$ cat config.mk
export PLATFORM = sky130hd
export DESIGN_NAME = adler32_checksum_engine_top
export DESIGN_NICKNAME = d
export VERILOG_FILES = /design/src/design/adl_pkg.sv /design/src/design/adl_lane.sv /design/src/design/adl_merge.sv /design/src/design/adl_accum.sv /design/src/design/adl_rsp_fifo.sv /design/src/design/adler32_checksum_engine_top.sv
export SDC_FILE = /design/constraint.sdc
export NUM_CORES = 1
export LEC_CHECK = 0
export ABC_AREA = 1
export BUFFER_PORTS_ARGS = -buffer_cell sky130_fd_sc_hd__buf_4
export CAP_MARGIN = 20
export CORE_MARGIN = 2
export CORE_UTILIZATION = 64
export CTS_CLUSTER_SIZE = 24
export DETAILED_ROUTE_END_ITERATION = 7
export PLACE_DENSITY = 0.83
export SYNTH_ARGS = -nofsm -noshare
export SYNTH_HDL_FRONTEND = slang
export SYNTH_SLANG_ARGS = --single-unit
export TNS_END_PERCENT = 5
$ cat constraint.sdc
create_clock -name clock -period 12.75 [get_ports clock]
set_clock_uncertainty 0.15 [all_clocks]
set_input_delay 0.6375 -clock clock [delete_from_list [all_inputs] [get_ports clock]]
set_output_delay 0.6375 -clock clock [all_outputs]
set_load 0.03 [all_outputs]
$ cat src/design/adl_pkg.sv
// shared types, widths and constants of the adler-32 engine
package adl_pkg;

   localparam int BytesPerItem = 8;
   localparam int ByteW        = 8;
   localparam int DataW        = BytesPerItem * ByteW;
   localparam int CountW       = 4;
   localparam int SeedW        = 32;
   localparam int HalfW        = 16;
   localparam int CheckW       = 32;
   localparam int ReqDataW     = ((SeedW + DataW + CountW + 7) / 8) * 8;
   localparam int LaneIdxW     = (BytesPerItem > 1) ? $clog2(BytesPerItem) : 1;
   localparam int ProdW        = CountW + ByteW;
   localparam int SumW         = $clog2(BytesPerItem * 255 + 1);
   localparam int WsumW        = $clog2((BytesPerItem * (BytesPerItem + 1) / 2) * 255 + 1);
   localparam int MulW         = CountW + HalfW;
   localparam int BsumW        = MulW + 1;
   localparam int FoldW        = HalfW + 1;
   localparam int AdlerMod     = 65521;
   localparam int FoldMul      = 65536 % AdlerMod;
   localparam int RspDepth     = 3;
   localparam int RspPtrW      = $clog2(RspDepth);
   localparam int RspCntW      = $clog2(RspDepth + 1);

   localparam logic [HalfW-1:0] HalfMask = 16'hffff;
   localparam logic [FoldW-1:0] ModWide  = FoldW'(AdlerMod);

   typedef struct packed {
      logic [ByteW-1:0] contrib;
      logic [ProdW-1:0] weighted;
   } lane_out_type;

   typedef struct packed {
      logic              first;
      logic              last;
      logic [CountW-1:0] n;
      logic [SumW-1:0]   sum;
      logic [WsumW-1:0]  wsum;
      logic [HalfW-1:0]  seed_a;
      logic [HalfW-1:0]  seed_b;
   } stage_type;

   typedef struct packed {
      logic               full;
      logic               empty;
      logic [RspCntW-1:0] count;
   } rsp_status_type;

   function automatic logic [HalfW-1:0] reduce_half(input logic [FoldW-1:0] v);
      logic [FoldW-1:0] r;
      r = (v >= ModWide) ? (v - ModWide) : v;
      return r[HalfW-1:0];
   endfunction

endpackage

$ cat src/design/adl_lane.sv
// one byte lane: gated byte and its position-weighted contribution
module adl_lane (
   input  logic [adl_pkg::LaneIdxW-1:0] lane_idx,
   input  logic [adl_pkg::CountW-1:0]   n,
   input  logic [adl_pkg::ByteW-1:0]    data_byte,
   output adl_pkg::lane_out_type        lane_out
);
   import adl_pkg::*;

   logic              active;
   logic [CountW-1:0] weight;

   assign active  = CountW'(lane_idx) < n;
   assign weight  = active ? (n - CountW'(lane_idx)) : '0;
   assign lane_out.contrib  = active ? data_byte : '0;
   assign lane_out.weighted = ProdW'(weight) * ProdW'(data_byte);
endmodule

$ cat src/design/adl_merge.sv
// lane array and merge stage: sums lane results and reduces the seed
module adl_merge (
   input  logic                      clock,
   input  logic                      reset,
   input  logic                      accept,
   input  logic                      first,
   input  logic                      last,
   input  logic [adl_pkg::SeedW-1:0]  seed,
   input  logic [adl_pkg::DataW-1:0]  data_bytes,
   input  logic [adl_pkg::CountW-1:0] byte_count,
   output logic                      stage_valid,
   output adl_pkg::stage_type        stage
);
   import adl_pkg::*;

   logic [CountW-1:0] n_clamped;
   lane_out_type      lanes [BytesPerItem];
   logic [SumW-1:0]   sum_total;
   logic [WsumW-1:0]  wsum_total;
   stage_type         stage_in;
   stage_type         stage_ff;
   logic              valid_in;
   logic              valid_ff;

   assign n_clamped = (byte_count > CountW'(BytesPerItem)) ? CountW'(BytesPerItem) : byte_count;

   for (genvar g = 0; g < BytesPerItem; g++) begin : g_lane
      adl_lane u_lane (
         .lane_idx  (LaneIdxW'(g)),
         .n         (n_clamped),
         .data_byte (data_bytes[g*ByteW +: ByteW]),
         .lane_out  (lanes[g])
      );
   end

   always_comb begin
      sum_total  = '0;
      wsum_total = '0;
      for (int i = 0; i < BytesPerItem; i++) begin
         sum_total  = sum_total + SumW'(lanes[i].contrib);
         wsum_total = wsum_total + WsumW'(lanes[i].weighted);
      end
      stage_in.first  = first;
      stage_in.last   = last;
      stage_in.n      = n_clamped;
      stage_in.sum    = sum_total;
      stage_in.wsum   = wsum_total;
      stage_in.seed_a = reduce_half(FoldW'(seed[HalfW-1:0]));
      stage_in.seed_b = reduce_half(FoldW'(seed[SeedW-1:HalfW]));
      valid_in        = accept;
   end

   always_ff @(posedge clock) begin
      if (reset) begin
         valid_ff <= 1'b0;
      end else begin
         valid_ff <= valid_in;
      end
   end

   always_ff @(posedge clock) begin
      if (accept) begin
         stage_ff <= stage_in;
      end
   end

   assign stage_valid = valid_ff;
   assign stage       = stage_ff;
endmodule

$ cat src/design/adl_accum.sv
// running sum registers: folds one merged request per cycle modulo 65521
module adl_accum (
   input  logic                      clock,
   input  logic                      reset,
   input  logic                      stage_valid,
   input  adl_pkg::stage_type        stage,
   output logic                      push,
   output logic [adl_pkg::CheckW-1:0] checksum
);
   import adl_pkg::*;

   logic [HalfW-1:0] sum_a_ff;
   logic [HalfW-1:0] sum_b_ff;
   logic [HalfW-1:0] sum_a_in;
   logic [HalfW-1:0] sum_b_in;
   logic [HalfW-1:0] a_base;
   logic [HalfW-1:0] b_base;
   logic [FoldW-1:0] a_sum;
   logic [MulW-1:0]  prod;
   logic [BsumW-1:0] b_sum;
   logic [FoldW-1:0] b_fold;

   always_comb begin
      a_base   = stage.first ? stage.seed_a : sum_a_ff;
      b_base   = stage.first ? stage.seed_b : sum_b_ff;
      a_sum    = FoldW'(a_base) + FoldW'(stage.sum);
      prod     = MulW'(stage.n) * MulW'(a_base);
      b_sum    = BsumW'(b_base) + BsumW'(prod) + BsumW'(stage.wsum);
      b_fold   = FoldW'(b_sum[HalfW-1:0])
               + FoldW'(b_sum[BsumW-1:HalfW]) * FoldW'(FoldMul);
      sum_a_in = reduce_half(a_sum);
      sum_b_in = reduce_half(b_fold);
   end

   always_ff @(posedge clock) begin
      if (reset) begin
         sum_a_ff <= HalfW'(1);
         sum_b_ff <= '0;
      end else if (stage_valid) begin
         sum_a_ff <= sum_a_in;
         sum_b_ff <= sum_b_in;
      end
   end

   assign push     = stage_valid & stage.last;
   assign checksum = {sum_b_in & HalfMask, sum_a_in & HalfMask};
endmodule

$ cat src/design/adl_rsp_fifo.sv
// small result queue between the sum registers and the response channel
module adl_rsp_fifo (
   input  logic                       clock,
   input  logic                       reset,
   input  logic                       push,
   input  logic [adl_pkg::CheckW-1:0] push_data,
   input  logic                       pop,
   output logic [adl_pkg::CheckW-1:0] head_data,
   output adl_pkg::rsp_status_type    status
);
   import adl_pkg::*;

   logic [CheckW-1:0]  mem [RspDepth];
   logic [RspPtrW-1:0] wr_ptr_ff;
   logic [RspPtrW-1:0] rd_ptr_ff;
   logic [RspCntW-1:0] count_ff;
   logic [RspPtrW-1:0] wr_ptr_in;
   logic [RspPtrW-1:0] rd_ptr_in;
   logic [RspCntW-1:0] count_in;
   logic               do_push;
   logic               do_pop;

   always_comb begin
      do_pop    = pop && (count_ff != '0);
      do_push   = push && (count_ff != RspCntW'(RspDepth));
      wr_ptr_in = wr_ptr_ff;
      rd_ptr_in = rd_ptr_ff;
      count_in  = count_ff;
      if (do_push) begin
         wr_ptr_in = (wr_ptr_ff == RspPtrW'(RspDepth - 1)) ? '0 : wr_ptr_ff + 1'b1;
      end
      if (do_pop) begin
         rd_ptr_in = (rd_ptr_ff == RspPtrW'(RspDepth - 1)) ? '0 : rd_ptr_ff + 1'b1;
      end
      if (do_push && !do_pop) begin
         count_in = count_ff + 1'b1;
      end else if (do_pop && !do_push) begin
         count_in = count_ff - 1'b1;
      end
   end

   always_ff @(posedge clock) begin
      if (reset) begin
         wr_ptr_ff <= '0;
         rd_ptr_ff <= '0;
         count_ff  <= '0;
      end else begin
         wr_ptr_ff <= wr_ptr_in;
         rd_ptr_ff <= rd_ptr_in;
         count_ff  <= count_in;
      end
   end

   always_ff @(posedge clock) begin
      if (do_push) begin
         mem[wr_ptr_ff] <= push_data;
      end
   end

   assign head_data    = mem[rd_ptr_ff];
   assign status.count = count_ff;
   assign status.full  = (count_ff == RspCntW'(RspDepth));
   assign status.empty = (count_ff == '0);
endmodule

$ cat src/design/adler32_checksum_engine_top.sv
// top level of the adler-32 checksum engine
// usage:
//   requests arrive on the req_ channel, up to eight bytes each, earliest byte
//   lowest; req_tuser marks the first request of a buffer (sums load from the
//   seed in req_tdata), req_tlast the final one. a final request yields one
//   checksum on the rsp_ channel, s2 in bits 31:16 and s1 in bits 15:0.
//   the eight byte lanes and their merge take one register stage, and the
//   modulo-65521 fold of the sum registers writes the result queue, whose
//   nonempty state drives rsp_tvalid for the checksum of a last request.
//   throughput: one request per cycle while req_tready is high, set by the sum register loop.
//   the result queue holds three checksums; req_tready drops while the queued
//   checksums plus one still in the merge stage reach three (the receiver
//   holding rsp_tready low) and rises once an entry drains, so no request or
//   checksum is lost.
//   reset: synchronous, active high; clears the queue and the pipeline valid
//   bit and sets the running sums to s1 = 1, s2 = 0.
module adler32_checksum_engine_top (
   input  logic                          clock,
   input  logic                          reset,
   input  logic                          req_tvalid,
   output logic                          req_tready,
   input  logic [adl_pkg::ReqDataW-1:0]  req_tdata,   // seed, data_bytes, byte_count, zero pad
   input  logic                          req_tuser,   // first
   input  logic                          req_tlast,
   output logic                          rsp_tvalid,
   input  logic                          rsp_tready,
   output logic [adl_pkg::CheckW-1:0]    rsp_tdata    // checksum
);
   import adl_pkg::*;

   logic              req_accept;
   logic              stage_valid;
   stage_type         stage;
   logic              push;
   logic [CheckW-1:0] checksum;
   rsp_status_type    status;
   logic [RspCntW:0]  pending;

   assign pending    = (RspCntW+1)'(status.count) + (RspCntW+1)'(stage_valid & stage.last);
   assign req_tready = pending < (RspCntW+1)'(RspDepth);
   assign req_accept = req_tvalid & req_tready;

   adl_merge u_merge (
      .clock       (clock),
      .reset       (reset),
      .accept      (req_accept),
      .first       (req_tuser),
      .last        (req_tlast),
      .seed        (req_tdata[SeedW-1:0]),
      .data_bytes  (req_tdata[SeedW +: DataW]),
      .byte_count  (req_tdata[SeedW+DataW +: CountW]),
      .stage_valid (stage_valid),
      .stage       (stage)
   );

   adl_accum u_accum (
      .clock       (clock),
      .reset       (reset),
      .stage_valid (stage_valid),
      .stage       (stage),
      .push        (push),
      .checksum    (checksum)
   );

   adl_rsp_fifo u_rsp_fifo (
      .clock     (clock),
      .reset     (reset),
      .push      (push),
      .push_data (checksum),
      .pop       (rsp_tready),
      .head_data (rsp_tdata),
      .status    (status)
   );

   assign rsp_tvalid = !status.empty;

`ifndef SYNTHESIS
   a_no_push_when_full: assert property (@(posedge clock) disable iff (reset)
      push |-> !status.full)
      else $error("result pushed into a full queue");

   a_no_accept_when_full: assert property (@(posedge clock) disable iff (reset)
      status.full |-> !req_tready)
      else $error("request taken while the result queue is full");

   a_last_gives_result: assert property (@(posedge clock) disable iff (reset)
      (req_accept && req_tlast) |=> ##1 rsp_tvalid)
      else $error("last request did not produce a checksum in time");
`endif
endmodule

Word level (Yosys, flattened, before mapping)
Memory sizes are Yosys's and may differ from the RTL's. A register that Yosys moved wholly into a read port is not among the register bits.
Index checks and enable logic that the tools add are counted.
{ "totals": {"input_bits": 110, "output_inout_bits": 34, "latchBits": 0, "ram_bits": 96, "romBits": 0, "regBits": 102, "wordCells": 119, "memories": 1} }
{ "classes": {"multipliers": 10, "n_eq_ne": 3, "n_div": 0, "n_reduce_logical": 10, "order_cmp": 14, "mux": 31, "bitwise": 3, "shifts": 0, "add_sub_neg": 34} }
{ "mem_list": {"columns": ["memory", "depth", "word_bits", "rd", "rd_ports_with_merged_regs", "wr", "line", "source"], "rows": [
  ["u_rsp_fifo.mem", 3, 32, 1, 1, 1, "adl_rsp_fifo.sv:13", "logic [CheckW-1:0] mem [RspDepth];"]
]} }
{ "op_table": {"columns": ["cell", "n"], "rows": [
  ["4-bit by 8-bit multiplier with 12-bit output", 8],
  ["16-bit 2-to-1 mux", 6],
  ["14-bit by 12-bit adder with 14-bit output", 6],
  ["11-bit by 8-bit adder with 11-bit output", 6],
  ["8-bit 2-to-1 mux", 8],
  ["16-bit subtractor (second input constant)", 4],
  ["4-bit 2-to-1 mux", 9],
  ["17-bit by 16-bit >= comparator with 1-bit output (second input constant)", 2],
  ["16-bit >= comparator (second input constant)", 2],
  ["16-bit by 20-bit adder with 21-bit output", 1],
  ["21-bit by 14-bit adder with 21-bit output", 1],
  ["4-bit by 16-bit multiplier with 20-bit output", 1],
  ["16-bit by 11-bit adder with 17-bit output", 1],
  ["16-bit by 9-bit adder with 17-bit output", 1],
  ["3-bit by 4-bit < comparator with 1-bit output (first input constant)", 4],
  ["4-bit by 3-bit subtractor with 4-bit output (second input constant)", 4],
  ["12-bit by 12-bit adder with 13-bit output", 1],
  ["2-bit 2-to-1 mux", 6],
  ["8-bit by 8-bit adder with 9-bit output", 1],
  ["5-bit by 4-bit multiplier with 9-bit output (second input constant)", 1],
  ["1-bit by 4-bit < comparator with 1-bit output (first input constant)", 2],
  ["2-bit by 4-bit < comparator with 1-bit output (first input constant)", 2],
  ["4-bit by 2-bit subtractor with 4-bit output (second input constant)", 2],
  ["2-bit by 1-bit adder with 2-bit output (second input constant)", 3],
  ["13 further kinds", 23]
]} }

Logic depth before layout (Yosys ltp)
{ "depth": {"ltp_word": 12, "mapped_depth": 59, "ltp_nobuf": 57} }

Hierarchy
A second synthesis with hierarchy kept.
{ "hier_totals": {"hier_cells": 3708, "area_unflattened_um2": 27815.4} }
{ "modules_own_cells": {"columns": ["module", "n_inst", "area_each_um2", "seq_area_each_um2", "cells_per_inst"], "rows": [
  ["adl_lane (u_merge.g_lane[0].u_lane ...)", 7, 1196.1, 0.0, 194],
  ["adl_accum", 1, 7494.7, 640.6, 1156],
  ["adl_merge", 1, 6747.7, 1911.8, 698],
  ["adl_rsp_fifo", 1, 3935.0, 3042.9, 292],
  ["adl_lane (u_merge.g_lane[7].u_lane)", 1, 1201.2, 0.0, 193],
  ["adler32_checksum_engine_top", 1, 63.8, 0.0, 11]
]} }

Least setup slack after synthesis
Ideal clock, no wire load.
{ "synth_path": {"path_type": "input-to-reg", "startpoint": "input req_tdata[99] (netlist bit)", "endpoint": "register u_merge.stage_ff (netlist bit u_merge.stage[44]), data pin", "setup_time_ns": 0.260, "stages": 41, "setup_slack_ns": 3.388, "path_buffers": 3, "required_ns": 12.340, "arrival_time_ns": 8.952, "cell_sequence": "clkbuf_1 nor2_1 inv_1 clkbuf_1 ha_1 inv_1 a21oi_1 clkbuf_1 nor2_1 inv_1 nor2_1 fa_1 fa_1 fa_1 inv_1 fa_1 inv_1 ha_1 (+5 left out) xor2_1 fa_1 inv_1 fa_1 fa_1 fa_1 inv_1 ha_1 a21oi_1 o21ai_0 nand2_1 nand2_1 a21oi_1 inv_1 a21oi_1 nor2_1 nor2_1 xor2_1"} }
{ "synth_lines": {"columns": ["element", "line", "source"], "rows": [
  ["start: declaration", "adler32_checksum_engine_top.sv:22", "input logic [adl_pkg::ReqDataW-1:0] req_tdata,"],
  ["end signal: assignment", "adl_merge.sv:63", "stage_ff <= stage_in;"],
  ["end: declaration", "adl_merge.sv:21", "stage_type stage_ff;"]
]} }

==> impl_metrics.json <==
{
  "ioPinCount": 144,
  "worstReg2RegStart": "u_merge.stage[62]$_DFFE_PP_",
  "r2r_end": "u_accum.sum_b_ff[13]$_SDFFE_PP0P_",
  "synthAdderAreaFrac": 0.3714,
  "htree_levels": 4,
  "n_fill_cell": 2876,
  "final_nets": 3640,
  "synth.largest_area_cell": "fa_1",
  "fin_util": 0.7125,
  "required_ps": 12800,
  "cts_num_sinks": 200,
  "yosysUniqueCellTypes": 53,
  "synth_edf_count": 159,
  "tightest_slew_ps": 902.3,
  "cp_slowest_cell": "fa_1",
  "cts_made_buffers": 17,
  "cpMostUsedCell": "inv_1",
  "tns_ps": 0,
  "holdPathStages": 1,
  "start_util": 0.6515,
  "dr.pass1.iters": 5,
  "synthArstFlopShare": 0,
  "cts_tree": "yes",
  "synthSimpleGateAreaFrac": 0.1863,
  "yosys_most_used_dff": "edfxtp_1",
  "cts_buffer_depth": 2,
  "yosys.cell_count.top_type": "inv_1",
  "detail-route-antenna-nets": 0,
  "worstHoldStart": "req_tuser",
  "drv_slew": 0,
  "grt_max_degree": 64,
  "drive_above_1_share": 0.08851,
  "globalplace.congestion": 0.9642,
  "cap_violations": 0,
  "root_buffer": "clkbuf_16",
  "path_clk_slew_ps": 70,
  "yosysWarnings": 0,
  "cts_setup_buffers": 0,
  "netlist_top_cells_count": "inv_1 (709), nand2_1 (490), nor2_1 (380), fa_1 (329), ha_1 (185)",
  "hold_ws_ps": 213.1,
  "rsz0062_at_grt": "no",
  "cp-start-kind": "input pin",
  "cts_resized": 0,
  "hp-class": "in -> reg",
  "r2r_slack_ps": 2860,
  "arrival_ps": 9970,
  "dp_hpwl_um": 50270,
  "finalSetupViolations": 0,
  "postCtsHoldBufs": 0,
  "synthTopCellsByArea": "fa_1 (27%), edfxtp_1 (20%), inv_1 (11%)",
  "wl_per_cell_um": 17.28,
  "finalCritPeriodShare": 0.7779,
  "port-buffer-count": 139,
  "core_area_mm2": 0.03679,
  "period_needed_ps": 9919,
  "cp_max_fo": 43,
  "num_rows": 70,
  "wl_um": 60400,
  "syn_to_final_growth_pct": 9.361,
  "first_global_vias": 19340,
  "drt-vias-per-instance": 5.366,
  "synth_top_family_by_area": "adder cells",
  "synth_seq_cells": 200,
  "drt_iter0_drc": 1108,
  "synth_xor_area_frac": 0.03263,
  "die_w_um": 197.5,
  "fmax_ghz": 0.1008,
  "min_to": "u_merge.stage[62]$_DFFE_PP_",
  "synth_cells": 2878,
  "route.detailed.drc": 0,
  "status": "finished, final reports clean",
  "die_area_mm2": 0.03901,
  "seq_area_frac_synth": 0.2335,
  "synth_compound_area_frac": 0.05169,
  "max_stage_delay_ps": 550,
  "die_h_um": 197.5,
  "crit_path_end_kind": "flip-flop",
  "overflow": 0,
  "diodes": 0,
  "synth_area_mm2": 0.02397,
  "max_slew_margin": 0.3890,
  "synth_mux_area_frac": 0.001723,
  "vias": 18760,
  "clk_latency_ps": 450,
  "yosys.area.top_type_share": 0.2748,
  "grt_pass1_wl_um": 96540,
  "ff2ff_path_depth": 40,
  "critPathKind": "in -> reg",
  "avgSynthCellArea_um2": 8.327,
  "antenna_found_initial": 0,
  "hold_viol_final": 0,
  "track_usage": 0.3242
}
worst max-delay path by stage:
stage	start	endpoint	slack, ps	cells past startpoint
6_report	req_tdata[99]	u_merge.stage[44]$_DFFE_PP_	2830	41
5_1_grt	req_tdata[99]	u_merge.stage[44]$_DFFE_PP_	2190	41
4_1_cts	req_tdata[99]	u_merge.stage[44]$_DFFE_PP_	2900	41
3_5_place_dp	req_tdata[99]	u_merge.stage[44]$_DFFE_PP_	2440	41
3_3_place_gp	req_tdata[99]	u_merge.stage[44]$_DFFE_PP_	2600	41
2_1_floorplan	req_tdata[99]	u_merge.stage[44]$_DFFE_PP_	3390	41
state kept, by name (all words and copies together) (netlist names), named ones only:
name / cells
u_accum.sum_a_ff: 16
u_accum.sum_b_ff: 16
u_rsp_fifo.mem: 96
u_rsp_fifo.count_ff: 2
u_merge.stage: 63
u_rsp_fifo.rd_ptr_ff: 2
u_merge.stage_valid: 1
u_rsp_fifo.wr_ptr_ff: 2
per-layer routing:
layer / vias to the layer above / GRT usage / wire [µm]
met5: - / 0 / 0
met4: 0 / 0.1507 / 3001
met3: 127 / 0.02151 / 2792
met2: 638 / 0.5977 / 31490
met1: 9068 / 0.3881 / 23110
li1: 8925 / - / -
worst max-delay path: cells and delay by family:
kind / cells / cell delay, ps
adders and majority gates: 12 / 5170
buffers and inverters: 12 / 1640
and+or+nand+nor: 9 / 1150
AOI/OAI and AO/OA: 6 / 1040
xor gates and xnor gates: 2 / 260
cell usage in the layout, fill, tap and decap left out, types with 3 or more instances in the layout:
master / instances
nor2_2: 4
nand2_2: 37
clkbuf_16: 17
a31oi_1: 4
nand3b_1: 3
ha_1: 185
xor2_1: 58
fa_1: 329
o21ai_2: 3
inv_6: 4
bufinv_16: 3
inv_2: 6
nand2_4: 5
nor3_1: 4
a21o_1: 5
inv_1: 708
a21oi_1: 153
a21oi_2: 5
conb_1: 16
nand4_1: 14
xnor2_1: 22
nand3_2: 8
clkinv_1: 5
nor2_4: 4
buf_4: 155
nand3_1: 110
mux2i_1: 3
edfxtp_1: 159
xor2_2: 4
nand2_1: 490
nor4_1: 4
o21ai_0: 41
dfxtp_1: 41
nor2_1: 380
o21bai_1: 9
o21ai_1: 4
through the flow:
step | setup slack (ps) | cell area, µm² | cells
2_1_floorplan | 3388 | 24020 | 2892
3_3_place_gp | 2597 | 25530 | 3461
3_5_place_dp | 2435 | 25560 | 3462
4_1_cts | 2905 | 26160 | 3493
5_1_grt | 2193 | 26210 | 3496
6_report | 2831 | 26210 | 3496
cells by family (layout without fill, tap and decap cells):
kind of cell / count (synthesis) / count (layout)
simple gates: 1072 / 1072
buf+inv: 771 / 907
fa+ha+maj: 514 / 514
compound gates: 230 / 230
flops: 200 / 200
xor+xnor: 85 / 85
mux: 4 / 4
other cells: 2 / 16
layout make-up:
type,count,area [µm²],area share
sequential,200,5595,0.2135
clock inverter,12,162.7,0.006206
multi-input combinational,1921,15500,0.5913
clock buffer,19,432.9,0.01652
tap,468,585.6,0.02234
timing repair buffer,159,1244,0.04745
inverter,717,2691,0.1027
Power is not shown: default switching activity piles up to over one toggle a cycle in this logic, so the estimate is an artifact.
